==> config.mk <==
export PLATFORM = sky130hd
export DESIGN_NAME = power_curve_fan_duty_top
export DESIGN_NICKNAME = d
export VERILOG_FILES = /design/src/rtl/pcfd_pkg.sv /design/src/rtl/power_curve_fan_duty_top.sv
export SDC_FILE = /design/constraint.sdc
export NUM_CORES = 1
export LEC_CHECK = 0
export ABC_AREA = 1
export BUFFER_PORTS_ARGS = -buffer_cell sky130_fd_sc_hd__buf_4
export CAP_MARGIN = 0
export CORE_UTILIZATION = 55
export DETAILED_ROUTE_END_ITERATION = 7
export PLACE_DENSITY = 0.82
export SYNTH_ARGS = -nofsm -noshare
export SYNTH_HDL_FRONTEND = slang
export SYNTH_SLANG_ARGS = --single-unit
export TNS_END_PERCENT = 10
==> constraint.sdc <==
create_clock -name aclk -period 4.5 [get_ports aclk]
set_clock_uncertainty 0.1 [all_clocks]
set_input_delay 0.675 -clock aclk [delete_from_list [all_inputs] [get_ports aclk]]
set_output_delay 0.675 -clock aclk [all_outputs]
set_load 0.05 [all_outputs]
==> src/rtl/pcfd_pkg.sv <==
// pcfd_pkg: constants, types and the fan curve table for the power curve fan duty block
// self-contained; used by power_curve_fan_duty_top through scoped names
package pcfd_pkg;

    localparam int RATIO_FRAC_BITS    = 8;
    localparam int TEMP_WIDTH_DEFAULT = 16;
    localparam int DUTY_W             = 8;
    localparam int DUTY_MAX           = 255;
    localparam int MIN_DUTY_RESET     = 75;
    localparam int FAIL_TEMP_RESET    = -1280;

    // curve exponent 1.6 = 8/5
    localparam int EXP_NUM = 8;
    localparam int EXP_DEN = 5;

    localparam int SCALE       = 1 << RATIO_FRAC_BITS;
    localparam int Q_W         = RATIO_FRAC_BITS + 1;
    // full scale maps to DUTY_MAX and stays out of the table
    localparam int CURVE_DEPTH = SCALE;
    localparam int CNT_W       = $clog2(RATIO_FRAC_BITS);
    localparam int BIG_W       = 8 * EXP_DEN + EXP_NUM * Q_W + 8;

    localparam int CFG_INDEX_W = 1;
    localparam logic [CFG_INDEX_W-1:0] REG_MIN_DUTY  = 1'b0;
    localparam logic [CFG_INDEX_W-1:0] REG_FAIL_TEMP = 1'b1;

    typedef logic [DUTY_W-1:0] duty_t;
    typedef duty_t [CURVE_DEPTH-1:0] curve_rom_t;

    typedef enum logic [3:0] {
        ST_IDLE = 4'b0001,
        ST_PREP = 4'b0010,
        ST_DIV  = 4'b0100,
        ST_LOOK = 4'b1000
    } state_t;

    // largest y in 0..255 with y^5 * S^8 <= 255^5 * q^8
    function automatic duty_t curve_point(input int unsigned q);
        logic [BIG_W-1:0] rhs;
        logic [BIG_W-1:0] lhs;
        int unsigned lo;
        int unsigned hi;
        int unsigned mid;
        rhs = BIG_W'(1);
        for (int k = 0; k < EXP_DEN; k++) begin
            rhs = rhs * BIG_W'(DUTY_MAX);
        end
        for (int k = 0; k < EXP_NUM; k++) begin
            rhs = rhs * BIG_W'(q);
        end
        lo = 0;
        hi = DUTY_MAX;
        for (int i = 0; i < DUTY_W; i++) begin
            if (lo < hi) begin
                mid = (lo + hi + 1) / 2;
                lhs = BIG_W'(1);
                for (int k = 0; k < EXP_DEN; k++) begin
                    lhs = lhs * BIG_W'(mid);
                end
                lhs = lhs << (EXP_NUM * RATIO_FRAC_BITS);
                if (lhs <= rhs) begin
                    lo = mid;
                end else begin
                    hi = mid - 1;
                end
            end
        end
        return DUTY_W'(lo);
    endfunction

    function automatic curve_rom_t build_curve_rom();
        curve_rom_t rom;
        for (int q = 0; q < CURVE_DEPTH; q++) begin
            rom[q] = curve_point(q);
        end
        return rom;
    endfunction

    localparam curve_rom_t CURVE_ROM = build_curve_rom();

endpackage

==> src/rtl/power_curve_fan_duty_top.sv <==
// power_curve_fan_duty_top: fan duty from the hottest sensor of a control period
// depends on pcfd_pkg (curve table, state codes, register indexes)
// steps in range: idle, prepare, 8 quotient bits, lookup; a clamped position
// skips the divider; the bit-serial divider gives one quotient bit a cycle
// last sensor: lookup loads the result, waiting while output held; input taken only in idle
// reset: aresetn synchronous active low; registers to defaults, running max and last duty to 0
module power_curve_fan_duty_top #(
    parameter int TEMP_WIDTH = pcfd_pkg::TEMP_WIDTH_DEFAULT
) (
    input  logic                                  aclk,
    input  logic                                  aresetn,
    input  logic                                  s_valid,
    output logic                                  s_ready,
    input  logic signed [TEMP_WIDTH-1:0]          s_temperature,
    input  logic signed [TEMP_WIDTH-1:0]          s_crit_high,
    input  logic signed [TEMP_WIDTH-1:0]          s_crit_low,
    input  logic                                  s_read_failed,
    input  logic                                  s_last_sensor,
    output logic                                  m_valid,
    input  logic                                  m_ready,
    output logic [pcfd_pkg::DUTY_W-1:0]           m_duty,
    output logic                                  m_changed,
    input  logic                                  cfg_we,
    input  logic [pcfd_pkg::CFG_INDEX_W-1:0]      cfg_index,
    input  logic [TEMP_WIDTH-1:0]                 cfg_wdata
);

    localparam int DW   = pcfd_pkg::DUTY_W;
    localparam int QW   = pcfd_pkg::Q_W;
    localparam int CW   = pcfd_pkg::CNT_W;

    pcfd_pkg::state_t state_reg, state_next;

    logic [DW-1:0]                 min_duty_reg, min_duty_next;
    logic [TEMP_WIDTH-1:0]         fail_temp_reg, fail_temp_next;
    logic [DW-1:0]                 running_max_reg, running_max_next;
    logic [DW-1:0]                 previous_duty_reg, previous_duty_next;

    logic [TEMP_WIDTH-1:0]         t_reg, t_next;
    logic [TEMP_WIDTH-1:0]         high_reg, high_next;
    logic [TEMP_WIDTH-1:0]         low_reg, low_next;
    logic                          last_reg, last_next;
    logic [TEMP_WIDTH-1:0]         rem_reg, rem_next;
    logic [TEMP_WIDTH-1:0]         den_reg, den_next;
    logic [QW-1:0]                 q_reg, q_next;
    logic [CW-1:0]                 cnt_reg, cnt_next;

    logic                          m_valid_reg, m_valid_next;
    logic [DW-1:0]                 m_duty_reg, m_duty_next;
    logic                          m_changed_reg, m_changed_next;

    logic signed [TEMP_WIDTH:0]    num;
    logic signed [TEMP_WIDTH:0]    den;
    logic [TEMP_WIDTH:0]           rem_shift;
    logic [TEMP_WIDTH:0]           rem_sub;
    logic                          quo_bit;
    logic [DW-1:0]                 curve_val;
    logic [DW-1:0]                 max_val;
    logic [DW-1:0]                 duty;
    logic                          out_free;
    logic                          load;

    assign num       = {t_reg[TEMP_WIDTH-1], t_reg} - {low_reg[TEMP_WIDTH-1], low_reg};
    assign den       = {high_reg[TEMP_WIDTH-1], high_reg} - {low_reg[TEMP_WIDTH-1], low_reg};
    assign rem_shift = {rem_reg, 1'b0};
    assign quo_bit   = rem_shift >= {1'b0, den_reg};
    assign rem_sub   = rem_shift - {1'b0, den_reg};
    assign curve_val = q_reg[QW-1] ? DW'(pcfd_pkg::DUTY_MAX)
                                   : pcfd_pkg::CURVE_ROM[q_reg[QW-2:0]];
    assign max_val   = (curve_val > running_max_reg) ? curve_val : running_max_reg;
    assign duty      = (max_val < min_duty_reg) ? min_duty_reg : max_val;
    assign out_free  = !m_valid_reg || m_ready;

    assign s_ready   = (state_reg == pcfd_pkg::ST_IDLE);
    assign m_valid   = m_valid_reg;
    assign m_duty    = m_duty_reg;
    assign m_changed = m_changed_reg;

    always_comb begin
        state_next         = state_reg;
        min_duty_next      = min_duty_reg;
        fail_temp_next     = fail_temp_reg;
        running_max_next   = running_max_reg;
        previous_duty_next = previous_duty_reg;
        t_next             = t_reg;
        high_next          = high_reg;
        low_next           = low_reg;
        last_next          = last_reg;
        rem_next           = rem_reg;
        den_next           = den_reg;
        q_next             = q_reg;
        cnt_next           = cnt_reg;
        m_duty_next        = m_duty_reg;
        m_changed_next     = m_changed_reg;
        load               = 1'b0;

        if (cfg_we) begin
            case (cfg_index)
                pcfd_pkg::REG_MIN_DUTY:  min_duty_next  = cfg_wdata[DW-1:0];
                pcfd_pkg::REG_FAIL_TEMP: fail_temp_next = cfg_wdata;
                default: ;
            endcase
        end

        case (state_reg)
            pcfd_pkg::ST_IDLE: begin
                if (s_valid) begin
                    t_next     = s_read_failed ? fail_temp_reg : s_temperature;
                    high_next  = s_crit_high;
                    low_next   = s_crit_low;
                    last_next  = s_last_sensor;
                    state_next = pcfd_pkg::ST_PREP;
                end
            end
            pcfd_pkg::ST_PREP: begin
                if (den[TEMP_WIDTH] || den == '0 || num[TEMP_WIDTH] || num == '0) begin
                    q_next     = '0;
                    state_next = pcfd_pkg::ST_LOOK;
                end else if (num >= den) begin
                    q_next     = QW'(pcfd_pkg::SCALE);
                    state_next = pcfd_pkg::ST_LOOK;
                end else begin
                    rem_next   = num[TEMP_WIDTH-1:0];
                    den_next   = den[TEMP_WIDTH-1:0];
                    q_next     = '0;
                    cnt_next   = '0;
                    state_next = pcfd_pkg::ST_DIV;
                end
            end
            pcfd_pkg::ST_DIV: begin
                rem_next = quo_bit ? rem_sub[TEMP_WIDTH-1:0] : rem_shift[TEMP_WIDTH-1:0];
                q_next   = {q_reg[QW-2:0], quo_bit};
                cnt_next = cnt_reg + 1'b1;
                if (cnt_reg == CW'(pcfd_pkg::RATIO_FRAC_BITS - 1)) begin
                    state_next = pcfd_pkg::ST_LOOK;
                end
            end
            pcfd_pkg::ST_LOOK: begin
                if (!last_reg) begin
                    running_max_next = max_val;
                    state_next       = pcfd_pkg::ST_IDLE;
                end else if (out_free) begin
                    load               = 1'b1;
                    m_duty_next        = duty;
                    m_changed_next     = (duty != previous_duty_reg);
                    previous_duty_next = duty;
                    running_max_next   = '0;
                    state_next         = pcfd_pkg::ST_IDLE;
                end
            end
            default: state_next = pcfd_pkg::ST_IDLE;
        endcase

        if (load) begin
            m_valid_next = 1'b1;
        end else if (m_ready) begin
            m_valid_next = 1'b0;
        end else begin
            m_valid_next = m_valid_reg;
        end
    end

    always_ff @(posedge aclk) begin
        if (!aresetn) begin
            state_reg         <= pcfd_pkg::ST_IDLE;
            min_duty_reg      <= DW'(pcfd_pkg::MIN_DUTY_RESET);
            fail_temp_reg     <= TEMP_WIDTH'(pcfd_pkg::FAIL_TEMP_RESET);
            running_max_reg   <= '0;
            previous_duty_reg <= '0;
            m_valid_reg       <= 1'b0;
        end else begin
            state_reg         <= state_next;
            min_duty_reg      <= min_duty_next;
            fail_temp_reg     <= fail_temp_next;
            running_max_reg   <= running_max_next;
            previous_duty_reg <= previous_duty_next;
            m_valid_reg       <= m_valid_next;
        end
    end

    always_ff @(posedge aclk) begin
        t_reg         <= t_next;
        high_reg      <= high_next;
        low_reg       <= low_next;
        last_reg      <= last_next;
        rem_reg       <= rem_next;
        den_reg       <= den_next;
        q_reg         <= q_next;
        cnt_reg       <= cnt_next;
        m_duty_reg    <= m_duty_next;
        m_changed_reg <= m_changed_next;
    end

`ifndef SYNTHESIS
    a_div_rem_below_den: assert property (@(posedge aclk) disable iff (!aresetn)
        (state_reg == pcfd_pkg::ST_DIV) |-> (rem_reg < den_reg))
        else $error("divider remainder not below divisor");

    a_position_in_range: assert property (@(posedge aclk) disable iff (!aresetn)
        (state_reg == pcfd_pkg::ST_LOOK) |-> (q_reg <= QW'(pcfd_pkg::SCALE)))
        else $error("position above full scale");

    a_duty_floor: assert property (@(posedge aclk) disable iff (!aresetn)
        m_valid_reg |-> (m_duty_reg >= min_duty_reg))
        else $error("duty below minimum");

    a_period_close: assert property (@(posedge aclk) disable iff (!aresetn)
        load |=> (running_max_reg == '0 && m_valid_reg
                  && previous_duty_reg == m_duty_reg))
        else $error("period close did not clear running max or track duty");
`endif

endmodule
==> run_results.csv <==
group,metric,value,unit
outcome,status,"completed",
critical_path,crit_path_end_kind,"register",
power_and_ir_drop,cellLeakagePower,5.94,nW
synthesis,synth-warning-count,0,
synthesis,syn-mean-instance-area,7.67,sq um
synthesis,synth.top_cell.area_share,0.279,
critical_path,setup.worst_path.start_class,"register",
synthesis,ys_top_cells_by_area,"sky130_fd_sc_hd__edfxtp_1 28%, sky130_fd_sc_hd__nand2_1 12%, sky130_fd_sc_hd__ha_1 11%, sky130_fd_sc_hd__dfxtp_1 9.7%, sky130_fd_sc_hd__inv_1 6.8%",
global_routing,gr-total-overflow,0,
power_and_ir_drop,power.switching,1.57,mW
synthesis,synth.distinct_cells,55,
synthesis,yosys_register_bits,155,
floorplan,dieArea,20500,sq um
floorplan,num_rows,51,
clock_network,cts_tree,"done",
timing,setup-violations-final,0,
critical_path,timing.critical_path.slowest_cell_delay,0.43,ns
detailed_routing,ant_nets,0,
timing,fin_crit,4.16,ns
synthesis,net_count_after_synthesis,1603,
timing,min_period_over_period,0.923,
critical_path,path_delay_family,"simple AND/OR/NAND/NOR gates",
placed_design,gpl.final_weighted_congestion,0.978,
synthesis,postSynth.asyncResetShare,0,
timing,slew_at_the_pin_closest_to_its_max_slew_limit,0.694,ns
timing,fmax,241,MHz
timing,relSlewSlack,0.537,
power_and_ir_drop,max-vdd-ir-drop,0.295,mV
detailed_routing,drc_errors,0,
clock_network,clk_tree_root_cell,"sky130_fd_sc_hd__clkbuf_16",
critical_path,chain_of_cells_forming_the_critical_path,"inv_1 -> ha_1 -> fa_1 -> inv_1 -> nand3_1 -> nand2_1 -> nand3_1 -> nand3_1 -> nand2_1 -> nand2_1 -> nand2_1 -> a22oi_2 -> inv_1 -> ha_4 -> nand4_1 -> nor2_2 -> nand4_1 -> nand3_1 -> a21oi_1 -> a21oi_2 -> nor2_1 -> nor3_2 -> buf_12",
synthesis,post_synth_instance_area,11000,sq um
global_routing,global_route.usage.total,0.276,
critical_path,cells_on_worst_reg2reg_path,23,
synthesis,synth_mux_area_frac,0.0164,
cells_and_area,mostFrequentLayoutCells,"337 x sky130_fd_sc_hd__nand2_1, 199 x sky130_fd_sc_hd__inv_1, 108 x sky130_fd_sc_hd__nor2_1",
critical_path,cp.required,4.53,ns
cells_and_area,fin_util,0.639,
detailed_routing,wl_per_cell,15.5,microns
global_routing,number_of_global_route_vias_before_repair,9042,
power_and_ir_drop,clockPowerShare,0.305,
clock_network,worstSkewPairLatency,0.43,ns
worst_hold_path,min_path_cells,1,
critical_path,worst-path-max-fanout,19,
floorplan,die_h,143,microns
synthesis,postSynth.topFlopCell,"sky130_fd_sc_hd__edfxtp_1",
cells_and_area,layout.filler_cells,1708,
floorplan,design.portCount,83,
synthesis,post_synth_fa_ha_maj_area_fraction,0.116,
cells_and_area,area_growth,13.6,%
placed_design,port_buffers,82,
timing,finalHoldViolCount,0,
detailed_routing,routed-via-count,9910,
power_and_ir_drop,pwr-share-comb,0.318,
clock_network,clock_sinks,155,
timing,drv_slew,0,
floorplan,initial_core_util,0.562,
timing,grt_setup_unrepaired,"false",
detailed_routing,viasPerCell,5.54,
critical_path,reg2reg_from,"t_reg[0]$_DFFE_PP_",
cells_and_area,final_antenna_diode_count,0,
critical_path,timing.critical_path.arrival,4.19,ns
synthesis,synth-simple-area-share,0.235,
detailed_routing,firstDrtPassIters,5,
synthesis,synth_enable_flop_cells,102,
floorplan,core,19500,sq um
cells_and_area,layout_commonest_cell,"sky130_fd_sc_hd__nand2_1",
detailed_routing,postRouteWirelength,27.8,mm
global_routing,antenna_found_initial,0,
global_routing,wire_length_of_the_first_global_routing_pass,44.1,mm
critical_path,r2r_slack,0.34,ns
floorplan,fp.dieW,143,microns
detailed_routing,detailedRoute.firstIterationViolations,842,
power_and_ir_drop,switching_share,0.353,
cells_and_area,layout.nets,1683,
job,cap_violations,0,
synthesis,synthXorXnorAreaFrac,0.0271,
critical_path,crit_slowest_cell,"sky130_fd_sc_hd__fa_1",
clock_network,cts_hold_buffers,0,
global_routing,pin_count_of_the_biggest_net_entering_global_routing,50,
placed_design,dp_hpwl,21.5,mm
power_and_ir_drop,power.share.sequential,0.377,
clock_network,cts_max_path_buffers,2,
cells_and_area,share_of_cells_above_drive_strength_1,0.131,
worst_hold_path,whs_endpoint,"high_reg[13]$_DFFE_PP_",
power_and_ir_drop,cell_internal_pwr,2.88,mW
synthesis,combinational_family_with_the_most_area_after_synthesis,"simple AND/OR/NAND/NOR gates",
clock_network,clk_pin_slew,0.07,ns
worst_hold_path,min-delay-path-class,"input port to register",
critical_path,setup.worst_path.class,"register to register",
worst_hold_path,worstHoldStart,"s_crit_high[13]",
clock_network,h_tree_depth,4,
critical_path,reg2reg_to,"rem_reg[8]$_DFFE_PP_",
synthesis,synth-seq-area-share,0.376,
timing,setup_total_negative_slack,0,ns
placed_design,placedInstanceArea,11900,sq um
clock_network,cts-buffers-inserted,17,
power_and_ir_drop,p_per_area,357,nW/um^2
synthesis,synthesized_area_fraction_occupied_by_ao_oa_aoi_and_oai_cells,0.142,
cells_and_area,final_design_area_no_fill,12500,sq um
synthesis,dominant_cell_type_by_area_after_synthesis,"sky130_fd_sc_hd__edfxtp_1",
critical_path,buf_inv_on_cp,4,
power_and_ir_drop,finalPower,4.45,mW
synthesis,postSynthCellCount,1431,
-- how the worst max path moves through the flow --
stage                         startpoint               endpoint  slack (ns)  depth (start not counted)
2_1_floorplan  state_reg[3]$_SDFFE_PN0P_  high_reg[0]$_DFFE_PP_        0.02                          5
3_3_place_gp          t_reg[0]$_DFFE_PP_  rem_reg[15]$_DFFE_PP_        0.22                         22
3_5_place_dp          t_reg[0]$_DFFE_PP_  rem_reg[15]$_DFFE_PP_        0.15                         22
4_1_cts               t_reg[0]$_DFFE_PP_   rem_reg[8]$_DFFE_PP_        0.03                         22
5_1_grt               q_reg[8]$_DFFE_PN_    m_changed$_DFFE_PP_       0.004                         21
6_report              t_reg[0]$_DFFE_PP_   rem_reg[8]$_DFFE_PP_        0.34                         23
-- cell type report --
| cell class | instances | area, sq um | area share |
|---|---|---|---|
| clock buffers | 18 | 429 | 0.0344 |
| clock inverters | 14 | 128 | 0.0102 |
| inverters | 211 | 797 | 0.0639 |
| multi-input cells | 1030 | 5930 | 0.476 |
| flip-flops and latches | 155 | 4120 | 0.331 |
| well taps | 265 | 332 | 0.0266 |
| repair buffers | 96 | 733 | 0.0588 |
-- power groups by stage --
| stage | registers (mW) | logic (mW) | clock network, mW |
|---|---|---|---|
| 2_1_floorplan | 1.70 | 0.985 | 0 |
| 3_3_place_gp | 1.71 | 1.31 | 0 |
| 3_5_place_dp | 1.71 | 1.35 | 0 |
| 4_1_cts | 1.68 | 1.37 | 1.37 |
| 5_1_grt | 1.69 | 1.58 | 1.43 |
| 6_report | 1.68 | 1.42 | 1.36 |
-- repair_timing --
item | 4_1_cts | 5_1_grt
buffers inserted | 0 | 0
endpoints found under the hold margin | 0 | 0
endpoints found under the setup margin | 0 | 37
gates resized for setup | 0 | 9
-- cell usage after synthesis (4+ instances only) --
cell / number
sky130_fd_sc_hd__nand4_1: 11
sky130_fd_sc_hd__edfxtp_1: 102
sky130_fd_sc_hd__buf_6: 4
sky130_fd_sc_hd__xor2_1: 17
sky130_fd_sc_hd__inv_1: 199
sky130_fd_sc_hd__dfxtp_1: 53
sky130_fd_sc_hd__ha_1: 97
sky130_fd_sc_hd__mux2_2: 16
sky130_fd_sc_hd__clkbuf_1: 20
sky130_fd_sc_hd__or2_2: 14
sky130_fd_sc_hd__o21bai_1: 4
sky130_fd_sc_hd__nand2_1: 337
sky130_fd_sc_hd__o22ai_1: 5
sky130_fd_sc_hd__xnor2_1: 17
sky130_fd_sc_hd__buf_2: 10
sky130_fd_sc_hd__a21o_1: 9
sky130_fd_sc_hd__o211ai_1: 14
sky130_fd_sc_hd__o21ai_1: 19
sky130_fd_sc_hd__inv_2: 10
sky130_fd_sc_hd__nand2_2: 7
sky130_fd_sc_hd__a21boi_0: 5
sky130_fd_sc_hd__a21oi_1: 102
sky130_fd_sc_hd__nor3_1: 17
sky130_fd_sc_hd__nor2_1: 110
sky130_fd_sc_hd__o21ai_0: 89
sky130_fd_sc_hd__nand3_1: 96
-- cell families (layout without fill, tap and decap cells) --
| kind of cell | after synthesis | after routing |
|---|---|---|
| buf+inv | 246 | 339 |
| xor+xnor | 34 | 34 |
| simple gates | 607 | 607 |
| fa+ha+maj | 100 | 100 |
| mux | 16 | 16 |
| flops | 155 | 155 |
| compound gates | 273 | 273 |
-- routing by layer --
| layer | vias up | share of wire | global-route usage |
|---|---|---|---|
| li1 | 4937 | - | - |
| met1 | 4548 | 0.46 | 0.385 |
| met2 | 371 | 0.45 | 0.431 |
| met3 | 54 | 0.065 | 0.0487 |
| met4 | 0 | 0.023 | 0.0946 |
| met5 | - | 0 | 0 |
-- per-stage QoR --
| stage | setup WS [ns] | cells | hold slack (ns) |
|---|---|---|---|
| 5_1_grt | 0.00410 | 1789 | 0.301 |
| 6_report | 0.344 | 1789 | 0.317 |
| 3_3_place_gp | 0.223 | 1757 | 0.347 |
| 4_1_cts | 0.0325 | 1789 | 0.306 |
| 3_5_place_dp | 0.148 | 1757 | 0.360 |
| 2_1_floorplan | 0.0188 | 1431 | 0.336 |
(Power assumes the default switching activity.)
